--- config.mk ---
export PLATFORM = sky130hd
export DESIGN_NAME = workgroup_local_size_select
export DESIGN_NICKNAME = d
export VERILOG_FILES = /design/src/rtl/wlss_pkg.sv /design/src/rtl/workgroup_local_size_select.sv /design/src/rtl/wlss_div.sv /design/src/rtl/wlss_seq.sv
export SDC_FILE = /design/constraint.sdc
export NUM_CORES = 1
export LEC_CHECK = 0
export BUFFER_PORTS_ARGS = -buffer_cell sky130_fd_sc_hd__buf_2
export CAP_MARGIN = 20
export CORE_MARGIN = 2
export CORE_UTILIZATION = 35
export DETAILED_ROUTE_END_ITERATION = 12
export PLACE_DENSITY = 0.52
export SLEW_MARGIN = 20
export SYNTH_ARGS = -nofsm -noshare
export SYNTH_HDL_FRONTEND = slang
export SYNTH_SLANG_ARGS = --single-unit
--- constraint.sdc ---
create_clock -name i_clk -period 6.6 [get_ports i_clk]
set_input_delay 0.66 -clock i_clk [delete_from_list [all_inputs] [get_ports i_clk]]
set_output_delay 0.66 -clock i_clk [all_outputs]
set_load 0.02 [all_outputs]
--- src/rtl/wlss_pkg.sv ---
// Shared types and constants for the work-group local size selector.
package wlss_pkg;

    localparam int unsigned DIV_W   = 24;
    localparam int unsigned LOC_W   = 11;
    localparam int unsigned CU_W    = 9;
    localparam int unsigned SG_W    = 8;
    localparam int unsigned MODEL_W = 10;
    localparam int unsigned M_W     = 10;
    localparam int unsigned PROD_W  = 2 * LOC_W;

    localparam logic [MODEL_W-1:0] C_MODEL_DOUBLING = 10'd540;

    typedef enum logic [1:0] {
        CFG_CU_COUNT       = 2'd0,
        CFG_MAX_GROUP_SIZE = 2'd1,
        CFG_SUBGROUP_WIDTH = 2'd2,
        CFG_GPU_MODEL      = 2'd3
    } t_cfg_reg;

    typedef struct packed {
        logic [CU_W-1:0]    cu_count;
        logic [LOC_W-1:0]   max_group_size;
        logic [SG_W-1:0]    subgroup_width;
        logic [MODEL_W-1:0] gpu_model;
    } t_cfg;

    typedef struct packed {
        logic             start;
        logic [DIV_W-1:0] dividend;
        logic [DIV_W-1:0] divisor;
    } t_div_req;

    typedef struct packed {
        logic             done;
        logic [DIV_W-1:0] quo;
        logic [DIV_W-1:0] rem;
    } t_div_rsp;

    typedef enum logic [3:0] {
        S_IDLE,
        S_PASS,
        S_WAIT_M,
        S_WAIT_MAXV,
        S_WAIT_MINV,
        S_CAND,
        S_WAIT_AB,
        S_WAIT_G0,
        S_WAIT_G1,
        S_REJECT,
        S_WAIT_LA,
        S_WAIT_MODA,
        S_FIN
    } t_state;

endpackage

--- src/rtl/workgroup_local_size_select.sv ---
// Top level of the work-group local size selector.
// Usage:
//   Config channel (i_cfg_valid / o_cfg_ready, index + data) writes compute
//   units, max group size, subgroup width and GPU model. Always ready; write
//   only while no request transaction is outstanding.
//   Request channel (i_in_valid / o_in_ready) takes one 2D or 3D global size.
//   Ready is high only while the sequencer is idle: one request at a time.
//   Result channel (o_out_valid / i_out_ready) returns one transaction per
//   request: found flag plus three local sizes.
// Search: every step runs on one shared divider, and a search makes two
//   passes at most, plus the steps of the first-size countdown in 3D.
//   Candidates range up to max_group_size; with max_group_size of 0 the
//   sequencer skips the search and goes from idle straight to its finish.
// Reset: registers return to 1, 256, 0, 0; the sequencer goes idle and the
//   result register empties.
// Stall: a finished result waits in the sequencer until the output register
//   is free, then the next request may be taken while the result is held.
module workgroup_local_size_select (
    input  logic                           i_clk,
    input  logic                           i_rst_n,
    input  logic                           i_cfg_valid,
    output logic                           o_cfg_ready,
    input  logic [1:0]                     i_cfg_index,
    input  logic [wlss_pkg::LOC_W-1:0]     i_cfg_data,
    input  logic                           i_in_valid,
    output logic                           o_in_ready,
    input  logic                           i_req_type,
    input  logic [wlss_pkg::DIV_W-1:0]     i_size_a,
    input  logic [wlss_pkg::DIV_W-1:0]     i_size_b,
    input  logic [wlss_pkg::DIV_W-1:0]     i_size_c,
    output logic                           o_out_valid,
    input  logic                           i_out_ready,
    output logic                           o_found,
    output logic [wlss_pkg::LOC_W-1:0]     o_local_a,
    output logic [wlss_pkg::LOC_W-1:0]     o_local_b,
    output logic [wlss_pkg::LOC_W-1:0]     o_local_c
);
    import wlss_pkg::*;

    t_cfg             r_cfg;
    t_div_req         w_div_req;
    t_div_rsp         w_div_rsp;
    logic             w_idle, w_fin, w_take, w_start;
    logic             w_found;
    logic [LOC_W-1:0] w_la, w_lb, w_lc;
    logic             r_ovalid;
    logic             r_found;
    logic [LOC_W-1:0] r_la, r_lb, r_lc;

    // configuration registers
    assign o_cfg_ready = 1'b1;

    always_ff @(posedge i_clk) begin
        if (!i_rst_n) begin
            r_cfg.cu_count       <= CU_W'(1);
            r_cfg.max_group_size <= LOC_W'(256);
            r_cfg.subgroup_width <= '0;
            r_cfg.gpu_model      <= '0;
        end else if (i_cfg_valid) begin
            unique case (t_cfg_reg'(i_cfg_index))
                CFG_CU_COUNT:       r_cfg.cu_count       <= i_cfg_data[CU_W-1:0];
                CFG_MAX_GROUP_SIZE: r_cfg.max_group_size <= i_cfg_data;
                CFG_SUBGROUP_WIDTH: r_cfg.subgroup_width <= i_cfg_data[SG_W-1:0];
                CFG_GPU_MODEL:      r_cfg.gpu_model      <= i_cfg_data[MODEL_W-1:0];
                default: ;
            endcase
        end
    end

    assign o_in_ready = w_idle;
    assign w_start    = i_in_valid && w_idle;
    // hand the result over once the output register is empty or draining
    assign w_take     = w_fin && (!r_ovalid || i_out_ready);

    wlss_seq u_seq (
        .i_clk      (i_clk),
        .i_rst_n    (i_rst_n),
        .i_cfg      (r_cfg),
        .i_start    (w_start),
        .i_req_type (i_req_type),
        .i_size_a   (i_size_a),
        .i_size_b   (i_size_b),
        .i_size_c   (i_size_c),
        .o_idle     (w_idle),
        .o_fin      (w_fin),
        .i_take     (w_take),
        .o_found    (w_found),
        .o_local_a  (w_la),
        .o_local_b  (w_lb),
        .o_local_c  (w_lc),
        .o_div_req  (w_div_req),
        .i_div_rsp  (w_div_rsp)
    );

    wlss_div u_div (
        .i_clk   (i_clk),
        .i_rst_n (i_rst_n),
        .i_req   (w_div_req),
        .o_rsp   (w_div_rsp)
    );

    // result register
    always_ff @(posedge i_clk) begin
        if (!i_rst_n) begin
            r_ovalid <= 1'b0;
        end else if (w_take) begin
            r_ovalid <= 1'b1;
        end else if (i_out_ready) begin
            r_ovalid <= 1'b0;
        end
        if (w_take) begin
            r_found <= w_found;
            r_la    <= w_la;
            r_lb    <= w_lb;
            r_lc    <= w_lc;
        end
    end

    assign o_out_valid = r_ovalid;
    assign o_found     = r_found;
    assign o_local_a   = r_la;
    assign o_local_b   = r_lb;
    assign o_local_c   = r_lc;

endmodule

--- src/rtl/wlss_div.sv ---
// Restoring divider, one quotient bit per cycle, shared by all steps of the search.
module wlss_div (
    input  logic              i_clk,
    input  logic              i_rst_n,
    input  wlss_pkg::t_div_req i_req,
    output wlss_pkg::t_div_rsp o_rsp
);
    import wlss_pkg::*;

    localparam int unsigned CNT_W = $clog2(DIV_W + 1);

    logic [DIV_W-1:0] r_quo, n_quo;
    logic [DIV_W-1:0] r_rem, n_rem;
    logic [DIV_W-1:0] r_dvs, n_dvs;
    logic [CNT_W-1:0] r_cnt, n_cnt;
    logic             r_busy, n_busy;
    logic             r_done, n_done;
    logic [DIV_W:0]   w_shift;
    logic             w_ge;

    assign w_shift = {r_rem, r_quo[DIV_W-1]};
    assign w_ge    = (w_shift >= {1'b0, r_dvs});

    always_comb begin
        n_quo  = r_quo;
        n_rem  = r_rem;
        n_dvs  = r_dvs;
        n_cnt  = r_cnt;
        n_busy = r_busy;
        n_done = 1'b0;
        if (i_req.start) begin
            n_quo  = i_req.dividend;
            n_rem  = '0;
            n_dvs  = i_req.divisor;
            n_cnt  = CNT_W'(DIV_W);
            n_busy = 1'b1;
        end else if (r_busy) begin
            n_rem = w_ge ? DIV_W'(w_shift - {1'b0, r_dvs}) : w_shift[DIV_W-1:0];
            n_quo = {r_quo[DIV_W-2:0], w_ge};
            n_cnt = r_cnt - 1'b1;
            if (r_cnt == CNT_W'(1)) begin
                n_busy = 1'b0;
                n_done = 1'b1;
            end
        end
    end

    always_ff @(posedge i_clk) begin
        if (!i_rst_n) begin
            r_busy <= 1'b0;
            r_done <= 1'b0;
            r_cnt  <= '0;
        end else begin
            r_busy <= n_busy;
            r_done <= n_done;
            r_cnt  <= n_cnt;
        end
        r_quo <= n_quo;
        r_rem <= n_rem;
        r_dvs <= n_dvs;
    end

    assign o_rsp.done = r_done;
    assign o_rsp.quo  = r_quo;
    assign o_rsp.rem  = r_rem;

endmodule

--- src/rtl/wlss_seq.sv ---
// Sequencer and datapath registers of the local size search.
module wlss_seq (
    input  logic                       i_clk,
    input  logic                       i_rst_n,
    input  wlss_pkg::t_cfg             i_cfg,
    input  logic                       i_start,
    input  logic                       i_req_type,
    input  logic [wlss_pkg::DIV_W-1:0] i_size_a,
    input  logic [wlss_pkg::DIV_W-1:0] i_size_b,
    input  logic [wlss_pkg::DIV_W-1:0] i_size_c,
    output logic                       o_idle,
    output logic                       o_fin,
    input  logic                       i_take,
    output logic                       o_found,
    output logic [wlss_pkg::LOC_W-1:0] o_local_a,
    output logic [wlss_pkg::LOC_W-1:0] o_local_b,
    output logic [wlss_pkg::LOC_W-1:0] o_local_c,
    output wlss_pkg::t_div_req         o_div_req,
    input  wlss_pkg::t_div_rsp         i_div_rsp
);
    import wlss_pkg::*;

    t_state           r_state, n_state;
    logic             r_three, n_three;
    logic [DIV_W-1:0] r_ga, n_ga, r_g0, n_g0, r_g1, n_g1;
    logic             r_fix, n_fix, r_fb, n_fb;
    logic [M_W-1:0]   r_m, n_m;
    logic [LOC_W-1:0] r_lf, n_lf, r_ls, n_ls, r_maxv, n_maxv, r_minv, n_minv;
    logic [LOC_W-1:0] r_la, n_la, r_lb, n_lb, r_lc, n_lc;
    logic             r_found, n_found;

    logic [DIV_W-1:0]  w_gf, w_gs, w_q;
    logic              w_rem0, w_done;
    logic [LOC_W-1:0]  w_lf_new, w_q1, w_a, w_b, w_fb_ls, w_fb_ls_new;
    logic              w_ord_ok;
    logic [PROD_W-1:0] w_prod;
    logic [CU_W-1:0]   w_cu;

    // min(gs, lim), at least 1
    function automatic logic [LOC_W-1:0] cap1(input logic [DIV_W-1:0] gs,
                                              input logic [LOC_W-1:0] lim);
        logic [LOC_W-1:0] v;
        v = (gs > DIV_W'(lim)) ? lim : gs[LOC_W-1:0];
        return (v == '0) ? LOC_W'(1) : v;
    endfunction

    assign w_gf     = r_fix ? r_g1 : r_g0;
    assign w_gs     = r_fix ? r_g0 : r_g1;
    assign w_q      = i_div_rsp.quo;
    assign w_rem0   = (i_div_rsp.rem == '0);
    assign w_done   = i_div_rsp.done;
    assign w_lf_new = (w_q > DIV_W'(i_cfg.max_group_size)) ? i_cfg.max_group_size
                                                           : w_q[LOC_W-1:0];
    assign w_q1     = (w_q == '0) ? LOC_W'(1) : w_q[LOC_W-1:0];
    assign w_a      = r_fix ? r_ls : r_lf;
    assign w_b      = r_fix ? r_lf : r_ls;
    assign w_ord_ok = ((w_a < w_b) == (r_g0 < r_g1));
    assign w_prod   = PROD_W'(w_a) * PROD_W'(w_b);
    assign w_fb_ls     = cap1(w_gs, r_maxv);
    assign w_fb_ls_new = cap1(w_gs, w_q1);
    assign w_cu     = (i_cfg.cu_count == '0) ? CU_W'(1) : i_cfg.cu_count;

    // next state
    always_comb begin
        n_state = r_state;
        unique case (r_state)
            S_IDLE:
                if (i_start) begin
                    n_state = (i_cfg.max_group_size == '0) ? S_FIN : S_PASS;
                end
            S_PASS:      n_state = S_WAIT_M;
            S_WAIT_M:
                if (w_done) begin
                    if (!w_rem0 || w_lf_new == '0) begin
                        n_state = r_fix ? S_PASS : S_FIN;
                    end else begin
                        n_state = S_WAIT_MAXV;
                    end
                end
            S_WAIT_MAXV:
                if (w_done) begin
                    n_state = (i_cfg.subgroup_width != '0) ? S_WAIT_MINV : S_CAND;
                end
            S_WAIT_MINV:
                if (w_done) begin
                    n_state = S_CAND;
                end
            S_CAND:
                if (!r_fb && r_ls < r_minv) begin
                    n_state = S_CAND;
                end else if (!w_ord_ok) begin
                    n_state = S_REJECT;
                end else begin
                    n_state = r_fb ? S_WAIT_G0 : S_WAIT_AB;
                end
            S_WAIT_AB:
                if (w_done) begin
                    n_state = w_rem0 ? S_WAIT_G0 : S_REJECT;
                end
            S_WAIT_G0:
                if (w_done) begin
                    n_state = w_rem0 ? S_WAIT_G1 : S_REJECT;
                end
            S_WAIT_G1:
                if (w_done) begin
                    if (!w_rem0) begin
                        n_state = S_REJECT;
                    end else begin
                        n_state = r_three ? S_WAIT_LA : S_FIN;
                    end
                end
            S_REJECT:
                if (r_fb) begin
                    n_state = r_fix ? S_PASS : S_FIN;
                end else begin
                    n_state = S_CAND;
                end
            S_WAIT_LA:
                if (w_done) begin
                    n_state = S_WAIT_MODA;
                end
            S_WAIT_MODA:
                if (w_done && w_rem0) begin
                    n_state = S_FIN;
                end
            S_FIN:
                if (i_take) begin
                    n_state = S_IDLE;
                end
            default:     n_state = S_IDLE;
        endcase
    end

    // datapath and divider requests
    always_comb begin
        n_three = r_three;
        n_ga    = r_ga;
        n_g0    = r_g0;
        n_g1    = r_g1;
        n_fix   = r_fix;
        n_fb    = r_fb;
        n_m     = r_m;
        n_lf    = r_lf;
        n_ls    = r_ls;
        n_maxv  = r_maxv;
        n_minv  = r_minv;
        n_la    = r_la;
        n_lb    = r_lb;
        n_lc    = r_lc;
        n_found = r_found;
        o_div_req.start    = 1'b0;
        o_div_req.dividend = '0;
        o_div_req.divisor  = DIV_W'(1);
        unique case (r_state)
            S_IDLE:
                if (i_start) begin
                    n_three = i_req_type;
                    n_ga    = i_size_a;
                    n_g0    = i_req_type ? i_size_b : i_size_a;
                    n_g1    = i_req_type ? i_size_c : i_size_b;
                    n_fix   = 1'b1;
                    n_m     = (i_cfg.gpu_model >= C_MODEL_DOUBLING) ? {w_cu, 1'b0}
                                                                    : M_W'(w_cu);
                    if (i_cfg.max_group_size == '0) begin
                        n_found = 1'b1;
                        n_la    = LOC_W'(1);
                        n_lb    = LOC_W'(1);
                        n_lc    = LOC_W'(i_req_type);
                    end else begin
                        n_found = 1'b0;
                        n_la    = '0;
                        n_lb    = '0;
                        n_lc    = '0;
                    end
                end
            S_PASS: begin
                o_div_req.start    = 1'b1;
                o_div_req.dividend = w_gf;
                o_div_req.divisor  = DIV_W'(r_m);
            end
            S_WAIT_M:
                if (w_done) begin
                    if (!w_rem0 || w_lf_new == '0) begin
                        n_fix = 1'b0;
                    end else begin
                        n_lf = w_lf_new;
                        o_div_req.start    = 1'b1;
                        o_div_req.dividend = DIV_W'(i_cfg.max_group_size);
                        o_div_req.divisor  = DIV_W'(w_lf_new);
                    end
                end
            S_WAIT_MAXV:
                if (w_done) begin
                    n_maxv = w_q1;
                    if (i_cfg.subgroup_width != '0) begin
                        o_div_req.start    = 1'b1;
                        o_div_req.dividend = DIV_W'({i_cfg.subgroup_width, 1'b0});
                        o_div_req.divisor  = DIV_W'(r_lf);
                    end else begin
                        n_fb = 1'b1;
                        n_ls = w_fb_ls_new;
                    end
                end
            S_WAIT_MINV:
                if (w_done) begin
                    n_minv = w_q1;
                    n_fb   = 1'b0;
                    n_ls   = (w_gs > DIV_W'(r_maxv)) ? r_maxv : w_gs[LOC_W-1:0];
                end
            S_CAND:
                if (!r_fb && r_ls < r_minv) begin
                    n_fb = 1'b1;
                    n_ls = w_fb_ls;
                end else if (w_ord_ok) begin
                    o_div_req.start = 1'b1;
                    if (r_fb) begin
                        o_div_req.dividend = r_g0;
                        o_div_req.divisor  = DIV_W'(w_a);
                    end else begin
                        o_div_req.dividend = DIV_W'(w_prod);
                        o_div_req.divisor  = DIV_W'(i_cfg.subgroup_width);
                    end
                end
            S_WAIT_AB:
                if (w_done && w_rem0) begin
                    o_div_req.start    = 1'b1;
                    o_div_req.dividend = r_g0;
                    o_div_req.divisor  = DIV_W'(w_a);
                end
            S_WAIT_G0:
                if (w_done && w_rem0) begin
                    o_div_req.start    = 1'b1;
                    o_div_req.dividend = r_g1;
                    o_div_req.divisor  = DIV_W'(w_b);
                end
            S_WAIT_G1:
                if (w_done && w_rem0) begin
                    n_found = 1'b1;
                    if (r_three) begin
                        n_lb = w_a;
                        n_lc = w_b;
                        o_div_req.start    = 1'b1;
                        o_div_req.dividend = DIV_W'(i_cfg.max_group_size);
                        o_div_req.divisor  = DIV_W'(w_prod);
                    end else begin
                        n_la = w_a;
                        n_lb = w_b;
                    end
                end
            S_REJECT:
                if (r_fb) begin
                    n_fix = 1'b0;
                end else begin
                    n_ls = r_ls - 1'b1;
                end
            S_WAIT_LA:
                if (w_done) begin
                    n_la = w_q1;
                    o_div_req.start    = 1'b1;
                    o_div_req.dividend = r_ga;
                    o_div_req.divisor  = DIV_W'(w_q1);
                end
            S_WAIT_MODA:
                if (w_done && !w_rem0) begin
                    n_la = r_la - 1'b1;
                    o_div_req.start    = 1'b1;
                    o_div_req.dividend = r_ga;
                    o_div_req.divisor  = DIV_W'(r_la - 1'b1);
                end
            S_FIN: ;
            default: ;
        endcase
    end

    always_ff @(posedge i_clk) begin
        if (!i_rst_n) begin
            r_state <= S_IDLE;
        end else begin
            r_state <= n_state;
        end
        r_three <= n_three;
        r_ga    <= n_ga;
        r_g0    <= n_g0;
        r_g1    <= n_g1;
        r_fix   <= n_fix;
        r_fb    <= n_fb;
        r_m     <= n_m;
        r_lf    <= n_lf;
        r_ls    <= n_ls;
        r_maxv  <= n_maxv;
        r_minv  <= n_minv;
        r_la    <= n_la;
        r_lb    <= n_lb;
        r_lc    <= n_lc;
        r_found <= n_found;
    end

    assign o_idle    = (r_state == S_IDLE);
    assign o_fin     = (r_state == S_FIN);
    assign o_found   = r_found;
    assign o_local_a = r_la;
    assign o_local_b = r_lb;
    assign o_local_c = r_lc;

endmodule

==> out/results.tsv, run 1 <==
stage	metric	value	unit
run_status	status	finished, final reports clean	
critical_path	cp-endpoint	u_div.r_quo[14]	
final_layout	layout-drive-gt1-share	15.7	%
placed_design	dp_cells	3244	
floorplanning	fp.dieW	259	µm
placed_design	pre_cts_ws	0.0588	ns
global_route	antenna_found_initial	2	
routing	post_drt_wl_per_cell	23.2	µm
timing	finalSetupTns	0	ns
job	max_cap_viol_count	0	
clock_network	cts_buffers	39	
hold_path	hp-class	input port to flop	
critical_path	r2r_cells	19	
synthesis	synth.most_common_cell	inv_1	
clock_network	clock-root-buffer	clkbuf_16	
synthesis	synth_top_cell_by_area	edfxtp_1	
synthesis	synth-seq-cells	316	
final_layout	area_delta_synth_final	14.4	%
timing	slew_violations	0	
synthesis	syn_area	22800	µm²
routing	drt_iter0_markers	1583	
global_route	grt_max_degree	76	
critical_path	worstSetupStartpoint	u_seq.r_fix	
routing	routed_wl	76.9	mm
critical_path	cp-end-kind	flop	
clock_network	cts_sinks	316	
routing	vias	18600	
timing	rsz0062_at_grt	yes	
global_route	gr-total-overflow	0	
timing	period_share	96.4	%
clock_network	ctsHoldBuffers	0	
critical_path	r2r-end	u_div.r_quo[14]	
critical_path	cp.required	6.90	ns
floorplanning	dieArea	67200	µm²
clock_network	clk_pin_slew	0.06	ns
synthesis	synthTopCellsByArea	edfxtp_1, ha_1, fa_1	
clock_network	clockBufferDepth	3	
critical_path	worstReg2RegStart	u_seq.r_fix	
clock_network	cts_tree	built	
floorplanning	core	64500	µm²
placed_design	place_congestion	0.920	
synthesis	yosysSeqAreaShare	38.5	%
routing	ant_nets	0	
floorplanning	ios	128	
synthesis	yosys_most_used_dff	edfxtp_1	
synthesis	netlist-cell-type-count	82	
critical_path	critical_path_class	flop to flop	
synthesis	synth_top_area_share	32.1	%
timing	maxSlewHeadroom	28.4	%
floorplanning	rows	93	
synthesis	synthCells	2291	
routing	drt_first_pass_iters	6	
clock_network	htreeDepth	2	
synthesis	synth_edf_count	244	
routing	viasPerCell	5.61	
placed_design	port_buffers	126	
final_layout	layout.nets	2778	
timing	setup_viol	0	
global_route	track_usage	22.8	%
clock_network	clk-insertion-delay-late	0.57	ns
timing	clock.fmax	157	MHz
critical_path	critPathLaunchType	flop	
timing	holdWs	0.280	ns
timing	fin_crit	6.36	ns
timing	hold_viol_final	0	
timing	finClkSkew	0.0262	ns
critical_path	regToRegSetupSlack	0.24	ns
final_layout	antenna_cells	0	
floorplanning	start_util	35.4	%
timing	worstMarginPinSlew	1.07	ns
placed_design	hpwl	59.0	mm
synthesis	syn_area_per_cell	9.95	µm²
synthesis	synth_fp_nets	2637	
synthesis	synth_warnings	0	
critical_path	path_max_fanout	25	
critical_path	arrival	6.67	ns
final_layout	layoutNonFillerInstCount	3317	
synthesis	synthTopCellsByCount	inv_1, edfxtp_1, nor2_1, nand2_1, ha_1	
routing	route.detailed.drc	0	
global_route	grt_pass1_vias	18900	
timing	setup_slack	0.239	ns
global_route	grt_pass1_wl	116	mm
floorplanning	die_y	259	µm
synthesis	async_flop_share	0	%
## per-layer routing
| layer | GRT usage (%) | up-vias | part of all wire, % |
|---|---|---|---|
| li1 | - | 8579 | - |
| met1 | 29.6 | 9097 | 43 |
| met2 | 37.6 | 731 | 46 |
| met3 | 3.66 | 194 | 6.5 |
| met4 | 9.96 | 0 | 4.5 |
| met5 | 0 | - | 0 |
## placed cells by master, fill, tap and decap left out, types with 21 or more instances in the layout
master	instances
nand3_1	30
inv_1	253
a21o_1	29
and3_1	21
a21oi_1	80
buf_4	77
fa_1	81
buf_2	125
ha_1	174
nor2_1	196
dfxtp_1	72
nor3_1	43
nor2b_1	43
clkbuf_16	41
mux2_2	69
xnor2_1	28
mux2i_1	95
o21ai_0	77
nor4_1	35
o211ai_1	29
xor2_1	25
nand2_1	183
nand4_1	21
a211oi_1	38
edfxtp_1	244
## critical path, stage by stage (launching register included)
cell and delay, ns:
edfxtp_1 0.43, buf_12 0.24, mux2i_1 0.30, buf_4 0.24, nor2_1 0.09, fa_1 0.56, fa_1 0.44, fa_1 0.52
fa_1 0.57, inv_1 0.07, fa_1 0.54, inv_1 0.04, ha_1 0.36, a21o_1 0.24, o21ai_1 0.25, nand3b_1 0.10
a21oi_1 0.18, xor2_1 0.42, o221ai_1 0.21, mux2_4 0.31
## state kept, by name, summed over array words and instances (netlist names), 23 cells and up
register,flops
r_cfg,36
u_seq.r_ga,24
u_div.r_rem,24
u_seq.r_g0,24
u_div.r_quo,24
u_div.r_dvs,23
u_seq.r_g1,24
## area by class of cell
cell class	instances	area, µm²
Fill cell	6453	38400
Multi-Input combinational cell	1604	12700
Sequential cell	316	8770
Timing Repair Buffer	209	1320
Clock buffer	54	1080
Tap cell	855	1070
Inverter	262	983
Clock inverter	17	144
## worst min path at each step
stage                                 to  slack [ns]           startpoint  cells past startpoint
after floorplan                  o_found        0.40        u_seq.o_found                      0
after global placement     o_local_b[10]        0.40  u_seq.o_local_b[10]                      0
after detailed placement    o_local_b[4]        0.40   u_seq.o_local_b[4]                      0
after CTS                 u_seq.r_ga[16]        0.25         i_size_a[16]                      1
after global routing       u_seq.r_ga[3]        0.27          i_size_a[3]                      1
final                      u_seq.r_ga[3]        0.28          i_size_a[3]                      1
## cells by family (layout without fill, tap and decap cells)
kind of cell             Yosys count  after routing  share of synthesized area (%)
AND/OR/NAND/NOR                  642            642                           13.4
AO/OA/AOI/OAI                    469            469                           14.6
adder cells (fa/ha/maj)          255            255                           16.7
buffers and inverters            371            542                           6.24
other                              1              1                         0.0164
flip-flops                       316            316                           38.5
XOR/XNOR                          55             55                           2.11
multiplexers                     182            182                           8.51
## through the flow
| stage | instance area, µm² | utilization, % |
|---|---|---|
| after global routing | 26100 | 40.5 |
| after detailed placement | 24800 | 38.4 |
| after floorplan | 22800 | - |
| after CTS | 26000 | 40.3 |
| final | 26100 | 40.5 |
| after global placement | 24800 | 38.4 |
## what timing repair did
action | 4_1_cts | 5_1_grt
endpoints found under the setup margin | 0 | 17
resized for setup | 0 | 27
setup buffers | 0 | 2
Power of run 1 is not shown: default switching activity piles up to over one toggle a cycle in this logic, so the estimate is an artifact.
==> run 2: changes to the inputs <==
Settings changed: CORE_ASPECT_RATIO from default to 0.9.
==> run 2 against run 1 <==
Compared with the run above:
- first-iteration DRC count is 1.1% higher
- routed wire length hardly changed
- setup slack better by 0.0027 ns
- non-clock buffer count is 6 higher
- critical endpoint is now u_div.r_quo[18]
- fmax hardly changed
- critical path type unchanged
- die area hardly changed
- final cell count is 0.27% higher
- largest cell class unchanged
- via count hardly changed
- count of clock-buffer cells in the layout is 4 lower
==> out/results.tsv, run 2 (same netlist as run 1, synthesis figures left out) <==
stage	metric	value	unit
routing	routed_wl	76.9	mm
hold_path	hp-class	input port to flop	
timing	slew_violations	0	
floorplanning	start_util	35.5	%
critical_path	cp-end-kind	flop	
final_layout	regMostFlops	r_cfg	
global_route	track_usage	22.9	%
routing	ant_nets	0	
critical_path	slowest_delay	0.64	ns
clock_network	clk_pin_slew	0.06	ns
clock_network	ctsHoldBuffers	0	
critical_path	critical_path_class	flop to flop	
placed_design	place_congestion	0.974	
critical_path	arrival	6.71	ns
run_status	status	finished, final reports clean	
global_route	gr-total-overflow	0	
clock_network	clock-root-buffer	clkbuf_16	
final_layout	final_cell_mix	inv_1, edfxtp_1, nor2_1	
critical_path	critPathLaunchType	flop	
timing	setup_viol	0	
hold_path	hold_depth	1	
final_layout	layout.nets	2785	
hold_path	holdCritStartpoint	i_size_a[17]	
routing	route.detailed.drc	0	
floorplanning	dieArea	67200	µm²
routing	vias	18600	
floorplanning	core	64300	µm²
global_route	grt_max_degree	74	
timing	finClkSkew	0.0496	ns
timing	period_share	96.3	%
critical_path	regToRegSetupSlack	0.24	ns
critical_path	cp_common_cell	fa_1	
critical_path	r2r_cells	20	
timing	hold_viol_final	0	
critical_path	path_cells	mux2i_1, inv_1, nand2_1, fa_1, inv_1, fa_1, fa_1, fa_1, inv_1, fa_1, inv_1, ha_1, a21o_1, o21ai_0, nand2_1, a311oi_1, xor2_1, buf_4, o221ai_1, mux2_4	
critical_path	worstReg2RegStart	u_seq.r_ls[7]	
global_route	grt_pass1_wl	116	mm
final_layout	area_delta_synth_final	15.0	%
clock_network	clockBufferDepth	3	
final_layout	register_area	8770	µm²
clock_network	cts_sinks	316	
hold_path	hold_path_end	u_seq.r_ga[17]	
clock_network	clk-insertion-delay-late	0.60	ns
floorplanning	fp.dieW	273	µm
clock_network	cts_tree	built	
critical_path	critical_path.slowest_cell	edfxtp_1	
placed_design	port_buffers	126	
routing	post_drt_wl_per_cell	23.1	µm
clock_network	htreeDepth	2	
placed_design	hpwl	59.3	mm
floorplanning	ios	128	
final_layout	multi_input_area	12700	µm²
global_route	grt_pass1_vias	18600	
floorplanning	rows	88	
final_layout	largest_reg_flops	36	
final_layout	final_common_cell	inv_1	
critical_path	path_max_fanout	7	
final_layout	fillers	6396	
timing	clock.fmax	157	MHz
timing	maxSlewHeadroom	29.2	%
critical_path	r2r-end	u_div.r_quo[18]	
final_layout	layout-drive-gt1-share	15.8	%
job	max_cap_viol_count	0	
floorplanning	die_y	246	µm
final_layout	utilization	40.8	%
routing	drt_first_pass_iters	7	
global_route	antenna_found_initial	2	
routing	viasPerCell	5.59	
timing	fin_crit	6.36	ns
routing	drt_iter0_markers	1600	
clock_network	cts_buffers	40	
timing	worstMarginPinSlew	1.05	ns
critical_path	cp.required	6.95	ns
==> run 2: changes by cell type in the layout (fill, tap and decap cells not counted), sizes merged <==
cell	before	now
buf	209	215
clkinv	10	15
bufinv	1	5
clkbuf	54	50
clkinvlp	5	1
diode	0	1
inv	263	264
==> run 2: routing by layer <==
layer,up-vias,GRT usage [%],routed length [µm]
met5,-,0,8
li1,8606,-,-
met2,753,35.7,34100
met1,9083,32.0,34600
met4,2,8.63,2880
met3,152,3.49,5290
==> run 2: worst max path at each step <==
stage / endpoint / cells past startpoint / slack (ns) / start
2_1_floorplan: u_div.r_quo[21] / 22 / 0.05 / u_seq.r_fix
3_3_place_gp: u_div.r_quo[18] / 19 / 0.18 / u_seq.r_fix
3_5_place_dp: u_div.r_quo[18] / 19 / 0.09 / u_seq.r_fix
4_1_cts: u_div.r_quo[18] / 19 / 0.10 / u_seq.r_fix
5_1_grt: u_div.r_quo[18] / 22 / -0.03 / u_seq.r_fix
6_report: u_div.r_quo[18] / 20 / 0.24 / u_seq.r_ls[7]
==> run 2: timing repair <==
item / 4_1_cts / 5_1_grt
resized for setup: 0 / 16
setup endpoints to repair: 0 / 16
setup buffers: 0 / 1
==> run 2: area by class of cell <==
cell class / count / share of cell area [%]
inverters: 262 / 3.75
multi-input cells: 1604 / 48.4
flip-flops and latches: 316 / 33.4
diodes: 1 / 0.00954
clock inverters: 23 / 1.18
well taps: 855 / 4.08
repair buffers: 215 / 5.06
clock buffers: 50 / 4.08
==> run 2: worst max-delay path, delay by kind of cell, from the launching register on <==
kind	cells	cell delay, ns
AOI/OAI and AO/OA	4	0.93
xor gates and xnor gates	1	0.20
adders and majority gates	6	2.96
buffers and inverters	5	0.61
DFF	1	0.64
muxes	2	0.51
and+or+nand+nor	2	0.27
==> run 2: stage by stage <==
stage | hold WS, ns | TNS [ns] | instances | setup slack [ns] | area, µm²
after detailed placement | 0.408 | 0 | 3251 | 0.0920 | 24800
after global placement | 0.407 | 0 | 3251 | 0.180 | 24800
after floorplan | 0.400 | 0 | 2291 | 0.0459 | 22800
final | 0.253 | 0 | 3326 | 0.241 | 26200
after global routing | 0.239 | -0.0367 | 3325 | -0.0278 | 26200
after CTS | 0.219 | 0 | 3324 | 0.104 | 26200
Power of run 2 is left out for the same reason.
==> run 3: changes to the inputs <==
Settings changed: CORE_ASPECT_RATIO 0.9 to 0.6.
==> run 3 against run 2 <==
Compared with the run above:
- global-route usage increased by 0.77 points
- sequential share of layout area is 0.27 points higher
- setup slack improved by 0.0084 ns
- first-iteration DRC count up 30%
- routed wire length grew 4.6%
- critical path depth grew 2
- critical endpoint is now u_div.r_quo[15]
- die area is essentially flat
- final cell count fell by 0.21%
==> out/results.tsv, run 3 (same netlist as run 1, synthesis figures left out) <==
stage	metric	value	unit
global_route	gr-total-overflow	0	
clock_network	clockBufferDepth	3	
critical_path	critical_path_class	flop to flop	
final_layout	largest_reg_flops	36	
critical_path	r2r-end	u_div.r_quo[15]	
clock_network	ctsHoldBuffers	0	
floorplanning	start_util	35.4	%
timing	setup_viol	0	
final_layout	multi_input_area	12700	µm²
critical_path	path_cells	buf_12, mux2i_1, buf_12, inv_1, nand2_1, fa_1, fa_1, inv_1, fa_1, fa_1, inv_1, fa_1, inv_1, ha_1, a21o_1, a21o_1, a31oi_1, o21bai_1, a21oi_1, xor2_1, o221ai_1, mux2_4	
routing	drt_iter0_markers	2086	
routing	vias	18600	
routing	routed_wl	80.4	mm
clock_network	clock-root-buffer	clkbuf_16	
clock_network	cts_tree	built	
routing	ant_nets	0	
timing	hold_viol_final	0	
final_layout	utilization	40.4	%
clock_network	clk-insertion-delay-late	0.59	ns
placed_design	port_buffers	126	
hold_path	hp-class	input port to flop	
critical_path	worstReg2RegStart	u_seq.r_fix	
floorplanning	die_y	202	µm
floorplanning	ios	128	
routing	drt_first_pass_iters	7	
clock_network	cts_buffers	35	
critical_path	path_max_fanout	21	
floorplanning	core	64400	µm²
final_layout	area_delta_synth_final	14.1	%
final_layout	register_area	8770	µm²
timing	worstMarginPinSlew	1.10	ns
run_status	status	finished, final reports clean	
global_route	grt_pass1_vias	18500	
timing	fin_crit	6.35	ns
final_layout	regMostFlops	r_cfg	
final_layout	layout-drive-gt1-share	15.6	%
global_route	antenna_found_initial	1	
critical_path	r2r_cells	22	
global_route	grt_max_degree	73	
final_layout	final_cell_mix	inv_1, edfxtp_1, nor2_1	
placed_design	hpwl	62.8	mm
job	max_cap_viol_count	0	
global_route	grt_pass1_wl	119	mm
routing	route.detailed.drc	0	
timing	maxSlewHeadroom	26.2	%
placed_design	place_congestion	0.946	
global_route	track_usage	23.6	%
critical_path	cp-end-kind	flop	
critical_path	critPathLaunchType	flop	
critical_path	slowest_delay	0.54	ns
floorplanning	dieArea	67300	µm²
clock_network	htreeDepth	2	
timing	finClkSkew	0.0368	ns
final_layout	fillers	6334	
final_layout	layout.nets	2787	
clock_network	cts_sinks	316	
final_layout	final_common_cell	inv_1	
hold_path	holdCritStartpoint	i_size_a[15]	
critical_path	cp.required	6.91	ns
timing	rsz0062_at_grt	no	
floorplanning	fp.dieW	334	µm
timing	clock.fmax	157	MHz
critical_path	critical_path.slowest_cell	fa_1	
floorplanning	rows	72	
critical_path	cp_common_cell	fa_1	
critical_path	arrival	6.66	ns
timing	slew_violations	0	
hold_path	hold_path_end	u_seq.r_ga[15]	
routing	post_drt_wl_per_cell	24.2	µm
clock_network	clk_pin_slew	0.07	ns
routing	viasPerCell	5.60	
hold_path	hold_depth	1	
critical_path	regToRegSetupSlack	0.25	ns
timing	period_share	96.2	%
[run 3: changes by cell type in the layout (fill, tap and decap cells not counted), sizes merged]
| cell | change |
|---|---|
| buf | +7 |
| bufinv | -4 |
| clkbuf | -4 |
| clkinv | -3 |
| clkinvlp | +3 |
| inv | -2 |
[run 3: repair_timing]
item,in CTS,in global routing
endpoints found under the setup margin,3,9
gates resized for setup,4,9
pin swaps,0,1
hold endpoints to repair,0,0
setup buffers,0,1
[run 3: worst max-delay path by stage]
| stage | from | end | cells after the start |
|---|---|---|---|
| after floorplan | u_seq.r_fix | u_div.r_quo[21] | 22 |
| after global placement | u_seq.r_fix | u_div.r_quo[21] | 21 |
| after detailed placement | u_seq.r_fix | u_div.r_quo[18] | 20 |
| after CTS | u_seq.r_fix | u_div.r_quo[18] | 20 |
| after global routing | u_seq.r_fix | u_div.r_quo[18] | 23 |
| final | u_seq.r_fix | u_div.r_quo[15] | 22 |
[run 3: layer usage]
layer,track usage [%],routed length [µm],vias up
met4,5.09,1540,0
met2,33.7,32600,715
met5,0,0,-
met3,7.13,7920,95
li1,-,-,8611
met1,35.0,38400,9169
[run 3: critical path: cells and delay by family, from the launching register on]
family                   cells  cell delay, ns
AO/OA/AOI/OAI                6            1.13
XOR/XNOR                     1            0.27
buffers and inverters        6            0.68
flip-flops                   1            0.40
multiplexers                 2            0.65
AND/OR/NAND/NOR              1            0.10
adder cells (fa/ha/maj)      6            2.82
[run 3: final cells by class]
cell class / count / share of cell area [%]
multi-input cells: 1604 / 48.8
well taps: 851 / 4.09
repair buffers: 222 / 5.34
clock inverters: 17 / 0.611
diodes: 1 / 0.00962
clock buffers: 46 / 3.65
inverters: 262 / 3.79
flip-flops and latches: 316 / 33.7
[run 3: through the flow]
| step | instance area (µm²) | setup slack (ns) | instances | TNS, ns | hold slack [ns] |
|---|---|---|---|---|---|
| detailed placement | 24800 | -0.138 | 3254 | -0.235 | 0.405 |
| CTS | 26000 | 0.0629 | 3317 | 0 | 0.246 |
| finish | 26000 | 0.250 | 3319 | 0 | 0.259 |
| global route | 26000 | 0.00653 | 3318 | 0 | 0.247 |
| global placement | 24800 | 0.0691 | 3254 | 0 | 0.400 |
| floorplan | 22800 | 0.0459 | 2291 | 0 | 0.400 |
Power of run 3 is left out for the same reason.
